File: config.mk
export PLATFORM = sky130hd
export DESIGN_NAME = lpmf_ctrl
export DESIGN_NICKNAME = d
export VERILOG_FILES = /design/src/rtl/lpmf_pkg.sv /design/src/rtl/lpmf_ctrl.sv
export SDC_FILE = /design/constraint.sdc
export NUM_CORES = 1
export LEC_CHECK = 0
export BUFFER_PORTS_ARGS = -buffer_cell sky130_fd_sc_hd__buf_2
export CORE_ASPECT_RATIO = 0.7
export CORE_UTILIZATION = 35
export CTS_CLUSTER_SIZE = 10
export DETAILED_ROUTE_END_ITERATION = 7
export HOLD_SLACK_MARGIN = 0.05
export PLACE_DENSITY = 0.52
export SLEW_MARGIN = 20
export SYNTH_ARGS = -nofsm -noshare
export SYNTH_HDL_FRONTEND = slang
export SYNTH_SLANG_ARGS = --single-unit
File: constraint.sdc
create_clock -name clk -period 6.41 [get_ports clk]
set_input_delay 0.3205 -clock clk [delete_from_list [all_inputs] [get_ports clk]]
set_output_delay 0.3205 -clock clk [all_outputs]
set_load 0.03 [all_outputs]
File: src/rtl/lpmf_pkg.sv
// ----------------------------------------------------------------------------
// lpmf_pkg
// Shared types and constants of the length-prefixed message FIFO.
// ----------------------------------------------------------------------------
`default_nettype none

package lpmf_pkg;

  // Ring geometry (power of two); pointers carry one wrap bit
  localparam int DEPTH     = 4096;
  localparam int ADDR_W    = $clog2(DEPTH);
  localparam int PTR_W     = ADDR_W + 1;
  localparam int HDR_BYTES = 4;

  // Field widths
  localparam int LEN_W      = 16;
  localparam int BYTE_W     = 8;
  localparam int COUNT_W    = 13;
  localparam int IN_DATA_W  = 24;
  localparam int OUT_DATA_W = 40;
  localparam int CMP_W      = (PTR_W > LEN_W) ? PTR_W : LEN_W;

  typedef enum logic [1:0] {
    ACT_START   = 2'd0,
    ACT_PAYLOAD = 2'd1,
    ACT_READ    = 2'd2,
    ACT_CLEAR   = 2'd3
  } action_t;

  typedef enum logic [2:0] {
    ST_OK       = 3'd0,
    ST_NO_ROOM  = 3'd1,
    ST_EMPTY    = 3'd2,
    ST_ZERO_LEN = 3'd3,
    ST_DROPPED  = 3'd4
  } status_t;

  typedef enum logic [2:0] {
    S_IDLE,
    S_FILL,
    S_START,
    S_HDR,
    S_RHDR1,
    S_RHDR2,
    S_DONE
  } state_t;

  // Request to the byte store
  typedef struct packed {
    logic              en;
    logic              we;
    logic [ADDR_W-1:0] addr;
    logic [BYTE_W-1:0] wdata;
  } mem_req_t;

  // One result item
  typedef struct packed {
    status_t            status;
    logic [BYTE_W-1:0]  read_data;
    logic               last;
    logic [COUNT_W-1:0] used;
    logic [COUNT_W-1:0] free;
  } result_t;

endpackage

`default_nettype wire

File: src/rtl/lpmf_ctrl.sv
// ----------------------------------------------------------------------------
// lpmf_ctrl
// Sequencer of the message ring: pointers, remaining counts, header framing
// and the access schedule of the byte store.
// ----------------------------------------------------------------------------
`default_nettype none

module lpmf_ctrl (
  input  wire logic                          clk,
  input  wire logic                          rst,
  // Item input
  input  wire logic                          in_valid,
  output logic                               in_ready,
  input  wire lpmf_pkg::action_t             in_action,
  input  wire logic [lpmf_pkg::LEN_W-1:0]    in_length,
  input  wire logic [lpmf_pkg::BYTE_W-1:0]   in_data,
  // Byte store
  output lpmf_pkg::mem_req_t                 mem_req,
  input  wire logic [lpmf_pkg::BYTE_W-1:0]   mem_rdata,
  // Result
  output logic                               res_valid,
  input  wire logic                          res_ready,
  output lpmf_pkg::result_t                  res
);

  localparam int PW = lpmf_pkg::PTR_W;
  localparam int LW = lpmf_pkg::LEN_W;
  localparam int CW = lpmf_pkg::CMP_W;

  lpmf_pkg::state_t  state, state_next;
  logic [PW-1:0]     wp, wp_next;
  logic [PW-1:0]     rp, rp_next;
  logic [LW-1:0]     wr_rem, wr_rem_next;
  logic [LW-1:0]     rd_rem, rd_rem_next;
  logic              in_msg, in_msg_next;
  logic [LW-1:0]     req_len, req_len_next;
  logic [LW-1:0]     count, count_next;
  logic [1:0]        hdr_idx, hdr_idx_next;
  logic [7:0]        len_lo, len_lo_next;
  lpmf_pkg::status_t res_status, res_status_next;
  logic              res_last, res_last_next;
  logic              res_use_q, res_use_q_next;

  logic [PW-1:0]     used;
  logic [PW-1:0]     room;
  logic [PW-1:0]     avail;
  logic [CW-1:0]     req_x;
  logic [CW-1:0]     avail_x;
  logic [LW-1:0]     count_new;
  logic [7:0]        hdr_byte;
  logic [LW-1:0]     hdr_len;
  logic [PW-1:0]     rp_body;
  logic              accept;

  // Occupancy and room
  assign used    = wp - rp;
  assign room    = PW'(lpmf_pkg::DEPTH) - used;
  assign avail   = room - PW'(lpmf_pkg::HDR_BYTES);
  assign req_x   = CW'(req_len);
  assign avail_x = CW'(avail);
  assign count_new = (req_x > avail_x) ? LW'(avail_x) : LW'(req_x);
  assign hdr_len = {mem_rdata, len_lo};
  assign rp_body = rp + PW'(2);
  assign in_ready = (state == lpmf_pkg::S_IDLE);
  assign accept  = in_valid && in_ready;

  // Header byte, little endian; upper bytes are always zero
  always_comb begin
    unique case (hdr_idx)
      2'd0: hdr_byte = count[7:0];
      2'd1: hdr_byte = count[15:8];
      2'd2: hdr_byte = 8'h00;
      2'd3: hdr_byte = 8'h00;
    endcase
  end

  // Next state
  always_comb begin
    state_next = state;
    unique case (state)
      lpmf_pkg::S_IDLE: begin
        if (accept) begin
          unique case (in_action)
            lpmf_pkg::ACT_START: begin
              state_next = (wr_rem != '0) ? lpmf_pkg::S_FILL : lpmf_pkg::S_START;
            end
            lpmf_pkg::ACT_READ: begin
              if (!in_msg && used >= PW'(lpmf_pkg::HDR_BYTES)) begin
                state_next = lpmf_pkg::S_RHDR1;
              end else begin
                state_next = lpmf_pkg::S_DONE;
              end
            end
            lpmf_pkg::ACT_PAYLOAD: state_next = lpmf_pkg::S_DONE;
            lpmf_pkg::ACT_CLEAR:   state_next = lpmf_pkg::S_DONE;
          endcase
        end
      end
      lpmf_pkg::S_FILL: begin
        if (wr_rem == LW'(1)) begin
          state_next = lpmf_pkg::S_START;
        end
      end
      lpmf_pkg::S_START: begin
        state_next = (room <= PW'(lpmf_pkg::HDR_BYTES)) ? lpmf_pkg::S_DONE : lpmf_pkg::S_HDR;
      end
      lpmf_pkg::S_HDR: begin
        if (hdr_idx == 2'd3) begin
          state_next = lpmf_pkg::S_DONE;
        end
      end
      lpmf_pkg::S_RHDR1: state_next = lpmf_pkg::S_RHDR2;
      lpmf_pkg::S_RHDR2: state_next = lpmf_pkg::S_DONE;
      lpmf_pkg::S_DONE: begin
        if (res_ready) begin
          state_next = lpmf_pkg::S_IDLE;
        end
      end
      default: state_next = lpmf_pkg::S_IDLE;
    endcase
  end

  // Datapath updates and store accesses
  always_comb begin
    wp_next         = wp;
    rp_next         = rp;
    wr_rem_next     = wr_rem;
    rd_rem_next     = rd_rem;
    in_msg_next     = in_msg;
    req_len_next    = req_len;
    count_next      = count;
    hdr_idx_next    = hdr_idx;
    len_lo_next     = len_lo;
    res_status_next = res_status;
    res_last_next   = res_last;
    res_use_q_next  = res_use_q;
    mem_req         = '0;

    unique case (state)
      lpmf_pkg::S_IDLE: begin
        if (accept) begin
          res_status_next = lpmf_pkg::ST_OK;
          res_last_next   = 1'b0;
          res_use_q_next  = 1'b0;
          unique case (in_action)
            lpmf_pkg::ACT_START: begin
              req_len_next = in_length;
            end
            lpmf_pkg::ACT_PAYLOAD: begin
              // Store the byte, or drop it when the message is complete
              if (wr_rem == '0) begin
                res_status_next = lpmf_pkg::ST_DROPPED;
              end else begin
                mem_req.en    = 1'b1;
                mem_req.we    = 1'b1;
                mem_req.addr  = wp[lpmf_pkg::ADDR_W-1:0];
                mem_req.wdata = in_data;
                wp_next       = wp + PW'(1);
                wr_rem_next   = wr_rem - LW'(1);
              end
            end
            lpmf_pkg::ACT_READ: begin
              if (in_msg) begin
                // Body byte, unless the writer has not caught up
                if (rp == wp) begin
                  res_status_next = lpmf_pkg::ST_EMPTY;
                end else begin
                  mem_req.en     = 1'b1;
                  mem_req.addr   = rp[lpmf_pkg::ADDR_W-1:0];
                  rp_next        = rp + PW'(1);
                  rd_rem_next    = rd_rem - LW'(1);
                  res_last_next  = (rd_rem == LW'(1));
                  in_msg_next    = (rd_rem != LW'(1));
                  res_use_q_next = 1'b1;
                end
              end else if (used < PW'(lpmf_pkg::HDR_BYTES)) begin
                res_status_next = lpmf_pkg::ST_EMPTY;
              end else begin
                // Fetch header byte 0
                mem_req.en   = 1'b1;
                mem_req.addr = rp[lpmf_pkg::ADDR_W-1:0];
                rp_next      = rp + PW'(1);
              end
            end
            lpmf_pkg::ACT_CLEAR: begin
              wp_next     = '0;
              rp_next     = '0;
              wr_rem_next = '0;
              rd_rem_next = '0;
              in_msg_next = 1'b0;
            end
          endcase
        end
      end
      lpmf_pkg::S_FILL: begin
        // Pad the unfinished message with zero bytes
        mem_req.en   = 1'b1;
        mem_req.we   = 1'b1;
        mem_req.addr = wp[lpmf_pkg::ADDR_W-1:0];
        wp_next      = wp + PW'(1);
        wr_rem_next  = wr_rem - LW'(1);
      end
      lpmf_pkg::S_START: begin
        // Refuse, or cut the length to the room left behind the header
        if (room <= PW'(lpmf_pkg::HDR_BYTES)) begin
          res_status_next = lpmf_pkg::ST_NO_ROOM;
        end else begin
          count_next   = count_new;
          hdr_idx_next = 2'd0;
        end
      end
      lpmf_pkg::S_HDR: begin
        mem_req.en    = 1'b1;
        mem_req.we    = 1'b1;
        mem_req.addr  = wp[lpmf_pkg::ADDR_W-1:0];
        mem_req.wdata = hdr_byte;
        wp_next       = wp + PW'(1);
        hdr_idx_next  = hdr_idx + 2'd1;
        if (hdr_idx == 2'd3) begin
          wr_rem_next     = count;
          res_status_next = (count == '0) ? lpmf_pkg::ST_ZERO_LEN : lpmf_pkg::ST_OK;
        end
      end
      lpmf_pkg::S_RHDR1: begin
        // Take header byte 0, fetch byte 1
        len_lo_next  = mem_rdata;
        mem_req.en   = 1'b1;
        mem_req.addr = rp[lpmf_pkg::ADDR_W-1:0];
        rp_next      = rp + PW'(1);
      end
      lpmf_pkg::S_RHDR2: begin
        // Skip the two upper header bytes and start the body
        rp_next = rp_body;
        if (hdr_len == '0) begin
          res_status_next = lpmf_pkg::ST_ZERO_LEN;
        end else begin
          in_msg_next = 1'b1;
          rd_rem_next = hdr_len;
          if (rp_body == wp) begin
            res_status_next = lpmf_pkg::ST_EMPTY;
          end else begin
            mem_req.en     = 1'b1;
            mem_req.addr   = rp_body[lpmf_pkg::ADDR_W-1:0];
            rp_next        = rp_body + PW'(1);
            rd_rem_next    = hdr_len - LW'(1);
            res_last_next  = (hdr_len == LW'(1));
            in_msg_next    = (hdr_len != LW'(1));
            res_use_q_next = 1'b1;
          end
        end
      end
      lpmf_pkg::S_DONE: begin
      end
      default: begin
      end
    endcase
  end

  // Result fields
  assign res_valid     = (state == lpmf_pkg::S_DONE);
  assign res.status    = res_status;
  assign res.read_data = res_use_q ? mem_rdata : '0;
  assign res.last      = res_last;
  assign res.used      = lpmf_pkg::COUNT_W'(used);
  assign res.free      = lpmf_pkg::COUNT_W'(room);

  // Control registers
  always_ff @(posedge clk) begin
    if (rst) begin
      state   <= lpmf_pkg::S_IDLE;
      wp      <= '0;
      rp      <= '0;
      wr_rem  <= '0;
      rd_rem  <= '0;
      in_msg  <= 1'b0;
      hdr_idx <= '0;
    end else begin
      state   <= state_next;
      wp      <= wp_next;
      rp      <= rp_next;
      wr_rem  <= wr_rem_next;
      rd_rem  <= rd_rem_next;
      in_msg  <= in_msg_next;
      hdr_idx <= hdr_idx_next;
    end
  end

  // Payload registers
  always_ff @(posedge clk) begin
    req_len    <= req_len_next;
    count      <= count_next;
    len_lo     <= len_lo_next;
    res_status <= res_status_next;
    res_last   <= res_last_next;
    res_use_q  <= res_use_q_next;
  end

endmodule

`default_nettype wire

==> flow_metrics.py <==
metrics = {
    "power_and_ir_drop": {
        "clockPowerShare_pct": 10.2,
        "combPwrFrac_pct": 69.3,
        "power.leakage_nw": 3.82,
        "p_sw_mw": 3.17,
        "p_int_mw": 2.67,
        "powerDensity_nw_per_um2": 575,
        "vdd_ir_drop_max_uv": 845,
        "p_sw_share_pct": 54.2,
        "share_seq_of_total_power_pct": 20.5,
    },
    "timing": {
        "worstMarginPinSlew_ns": 1.03,
        "finalHoldViolations": 0,
        "slew_violations": 0,
        "fin_crit_sh_pct": 89.3,
        "tns_ns": 0,
        "period_needed_ns": 5.72,
        "clock_skew_ns": 0.0178,
        "fmax_mhz": 175,
        "setup_violations": 0,
        "grt_setup_unrepaired": "false",
        "slew_headroom_pct": 30.8,
    },
    "die": {
        "core_area_um2": 25700,
        "die_h_um": 137,
        "die_area_um2": 26900,
        "start_util_pct": 35.7,
        "pin_count": 100,
        "fp.dieW_um": 196,
        "rows": 49,
    },
    "detailed_routing": {
        "routed_via_density": 5.84,
        "drt-total-wl_mm": 30.2,
        "first_iter_violations": 876,
        "wl_per_cell_um": 19.2,
        "drc": 0,
        "drtPass1Iterations": 5,
        "vias": 9178,
        "antenna_left": 0,
    },
    "clock_network": {
        "cts_num_sinks": 109,
        "cts_buffers": 9,
        "cts.path.max_buffers": 2,
        "ctsHoldBuffers": 0,
        "post_cts_buffers": 0,
        "root_buffer": "clkbuf_16",
        "cts_tree": "done",
        "clk_latency_ns": 0.37,
        "path_clk_slew_ns": 0.07,
        "htree_levels": 3,
        "cts_resized": 0,
    },
    "worst_setup_path": {
        "worst_ep_arrival_time_ns": 5.84,
        "worst_path_max_delay_cell": "or4_1",
        "path_cells": "inv_1 > ha_1 > fa_1 > nand2b_2 > or4_1 > a31oi_1 > o31ai_1 > or4_1 > a22oi_1 > nand2_1 > xnor2_1 > ha_1 > a21o_1 > a21oi_1 > nor2b_1 > o21ai_0 > nand2_1 > a21oi_1 > a31o_2 > a311oi_1 > a221o_1",
        "worst-setup-path-type": "flip-flop to flip-flop",
        "worst-endpoint-required_ns": 6.52,
        "r2r-end": "count[12]",
        "crit_fanout": 27,
        "endpoint_kind": "flip-flop",
        "reg2reg_from": "wp[0]",
        "critPathMaxStageDelay_ns": 0.57,
        "cp_top_family": "compound AO/OA/AOI/OAI gates",
        "r2r_cells": 21,
        "start_kind": "flip-flop",
        "rrSetupSlack_ns": 0.69,
        "crit_buf_inv": 1,
    },
    "cells_and_area": {
        "nNetsFinal": 1322,
        "final_cell_mix": "131 x nand2_1, 124 x nor2_1, 99 x buf_2",
        "n_antenna_cell": 0,
        "area_delta_synth_final_pct": 10.6,
        "design_area_um2": 10200,
        "fill_cells": 2678,
        "drive_gt1_share_pct": 12.2,
        "final_common_cell": "nand2_1",
    },
    "logic_synthesis": {
        "synth_area_leader_cell": "edfxtp_1",
        "ys_seq_area_share_pct": 28.7,
        "syn_area_per_cell_um2": 7.73,
        "syn_inst": 1187,
        "synth-edff-count": 45,
        "synth_area_leaders": "edfxtp_1 15%, dfxtp_1 14%, ha_1 6.5%",
        "synth_area_um2": 9180,
        "synth.top_cell.area_share_pct": 14.7,
        "async_flop_share_pct": 0,
        "synth.distinct_cells": 90,
        "ys.flop_type": "dfxtp_1",
        "synth-seq-cells": 109,
        "yosys_warnings": 0,
    },
    "min_path": {
        "hp-class": "primary input to flip-flop",
        "hold_start": "in_length[6]",
        "hold_depth": 1,
        "holdPathEnd": "req_len[6]",
    },
    "place": {
        "gp_congestion": 0.915,
        "hpwl_mm": 23.0,
        "place_area_um2": 9860,
        "port_buffers": 99,
    },
    "global_routing": {
        "first_global_vias": 8185,
        "antenna_found_initial": 0,
        "track_usage_pct": 22.6,
        "grt_max_degree": 48,
        "grt_pass1_wl_mm": 47.1,
        "grt_overflow": 0,
    },
    "run": {
        "drv_cap": 0,
    },
    "status": {
        "status": "finished clean",
    },
}
area by class of cell:
| type | instances | area (um^2) | share of cell area (%) |
|---|---|---|---|
| clock buffers | 9 | 225 | 2.22 |
| clock inverters | 7 | 73.8 | 0.727 |
| inverters | 55 | 206 | 2.03 |
| multi-input cells | 951 | 6030 | 59.4 |
| flip-flops and latches | 109 | 2630 | 25.9 |
| well taps | 331 | 414 | 4.08 |
| repair buffers | 109 | 571 | 5.62 |
how the worst max path moves through the flow:
stage                endpoint  slack, ns  depth (start not counted)  start
floorplan            count[0]       1.09                         22  wp[0]
global placement    count[12]       0.94                         21  wp[0]
detailed placement  count[12]       0.77                         21  wp[0]
CTS                 count[12]       0.75                         21  wp[0]
global route        count[12]       0.22                         21  wp[0]
finish              count[12]       0.69                         21  wp[0]
layer usage:
metal	share of wire (%)	track usage (%)	vias up
met5	0	0	-
met4	1.0	4.72	0
met3	8.2	4.92	33
met2	40	31.4	380
li1	-	-	4460
met1	51	34.8	4305
Yosys cell counts (all sizes together) (5+ instances only):
cell,count
a2111oi,5
a211oi,18
a21boi,5
a21o,8
a21oi,76
a221o,9
a22oi,13
a31o,6
a31oi,18
a32o,5
and2,17
and3,17
buf,25
clkbuf,49
dfxtp,64
edfxtp,45
ha,48
inv,55
nand2,131
nand2b,8
nand3,35
nand4,23
nor2,125
nor2b,10
nor3,49
nor3b,7
nor4,21
nor4b,5
o2111a,5
o211ai,11
o21ai,83
o22ai,7
o31ai,17
or2,7
or3,11
or4,11
xnor2,49
xor2,22
kinds of logic (layout without fill, tap and decap cells):
group	after synthesis	in the layout	synth area share, %
compound gates	329	329	24.2
fa+ha+maj	49	49	6.76
mux	4	4	0.463
simple gates	492	492	26.4
other cells	1	3	0.0409
buf+inv	129	180	5.85
flops	109	109	28.7
xor+xnor	74	74	7.59
sequential cells by signal, indices dropped and copies added, names as in the netlist:
register and count:
wp 13, res_use_q 1, in_msg 1, res_last 1, req_len 16, count 16
rp 13, hdr_idx 2, res_status 3, wr_rem 16, len_lo 8, state 3
rd_rem 16
metrics by stage:
step	power, mW	utilization, %	setup WS, ns	std cells	hold WS, ns
after global placement	5.21	38.4	0.937	1555	0.453
after CTS	5.83	39.5	0.749	1571	0.117
after global routing	6.32	39.5	0.222	1571	0.113
final	5.84	39.5	0.688	1571	0.132
after detailed placement	5.21	38.4	0.773	1555	0.469
after floorplan	4.13	-	1.09	1189	0.419
worst register-to-register path: cells and delay by family (launching register included):
kind,cells,cell delay (ns)
compound gates,10,2.34
xor+xnor,1,0.21
fa+ha+maj,3,0.92
buf+inv,1,0.10
flops,1,0.42
simple gates,6,1.50
power groups by stage:
| stage | sequential [mW] | clock (mW) | combinational, mW |
|---|---|---|---|
| after floorplan | 1.11 | 0 | 3.02 |
| after global placement | 1.21 | 0 | 4.00 |
| after detailed placement | 1.21 | 0 | 4.01 |
| after CTS | 1.19 | 0.612 | 4.03 |
| after global routing | 1.23 | 0.634 | 4.45 |
| final | 1.20 | 0.594 | 4.04 |
Power figures use the tool's default switching activity.
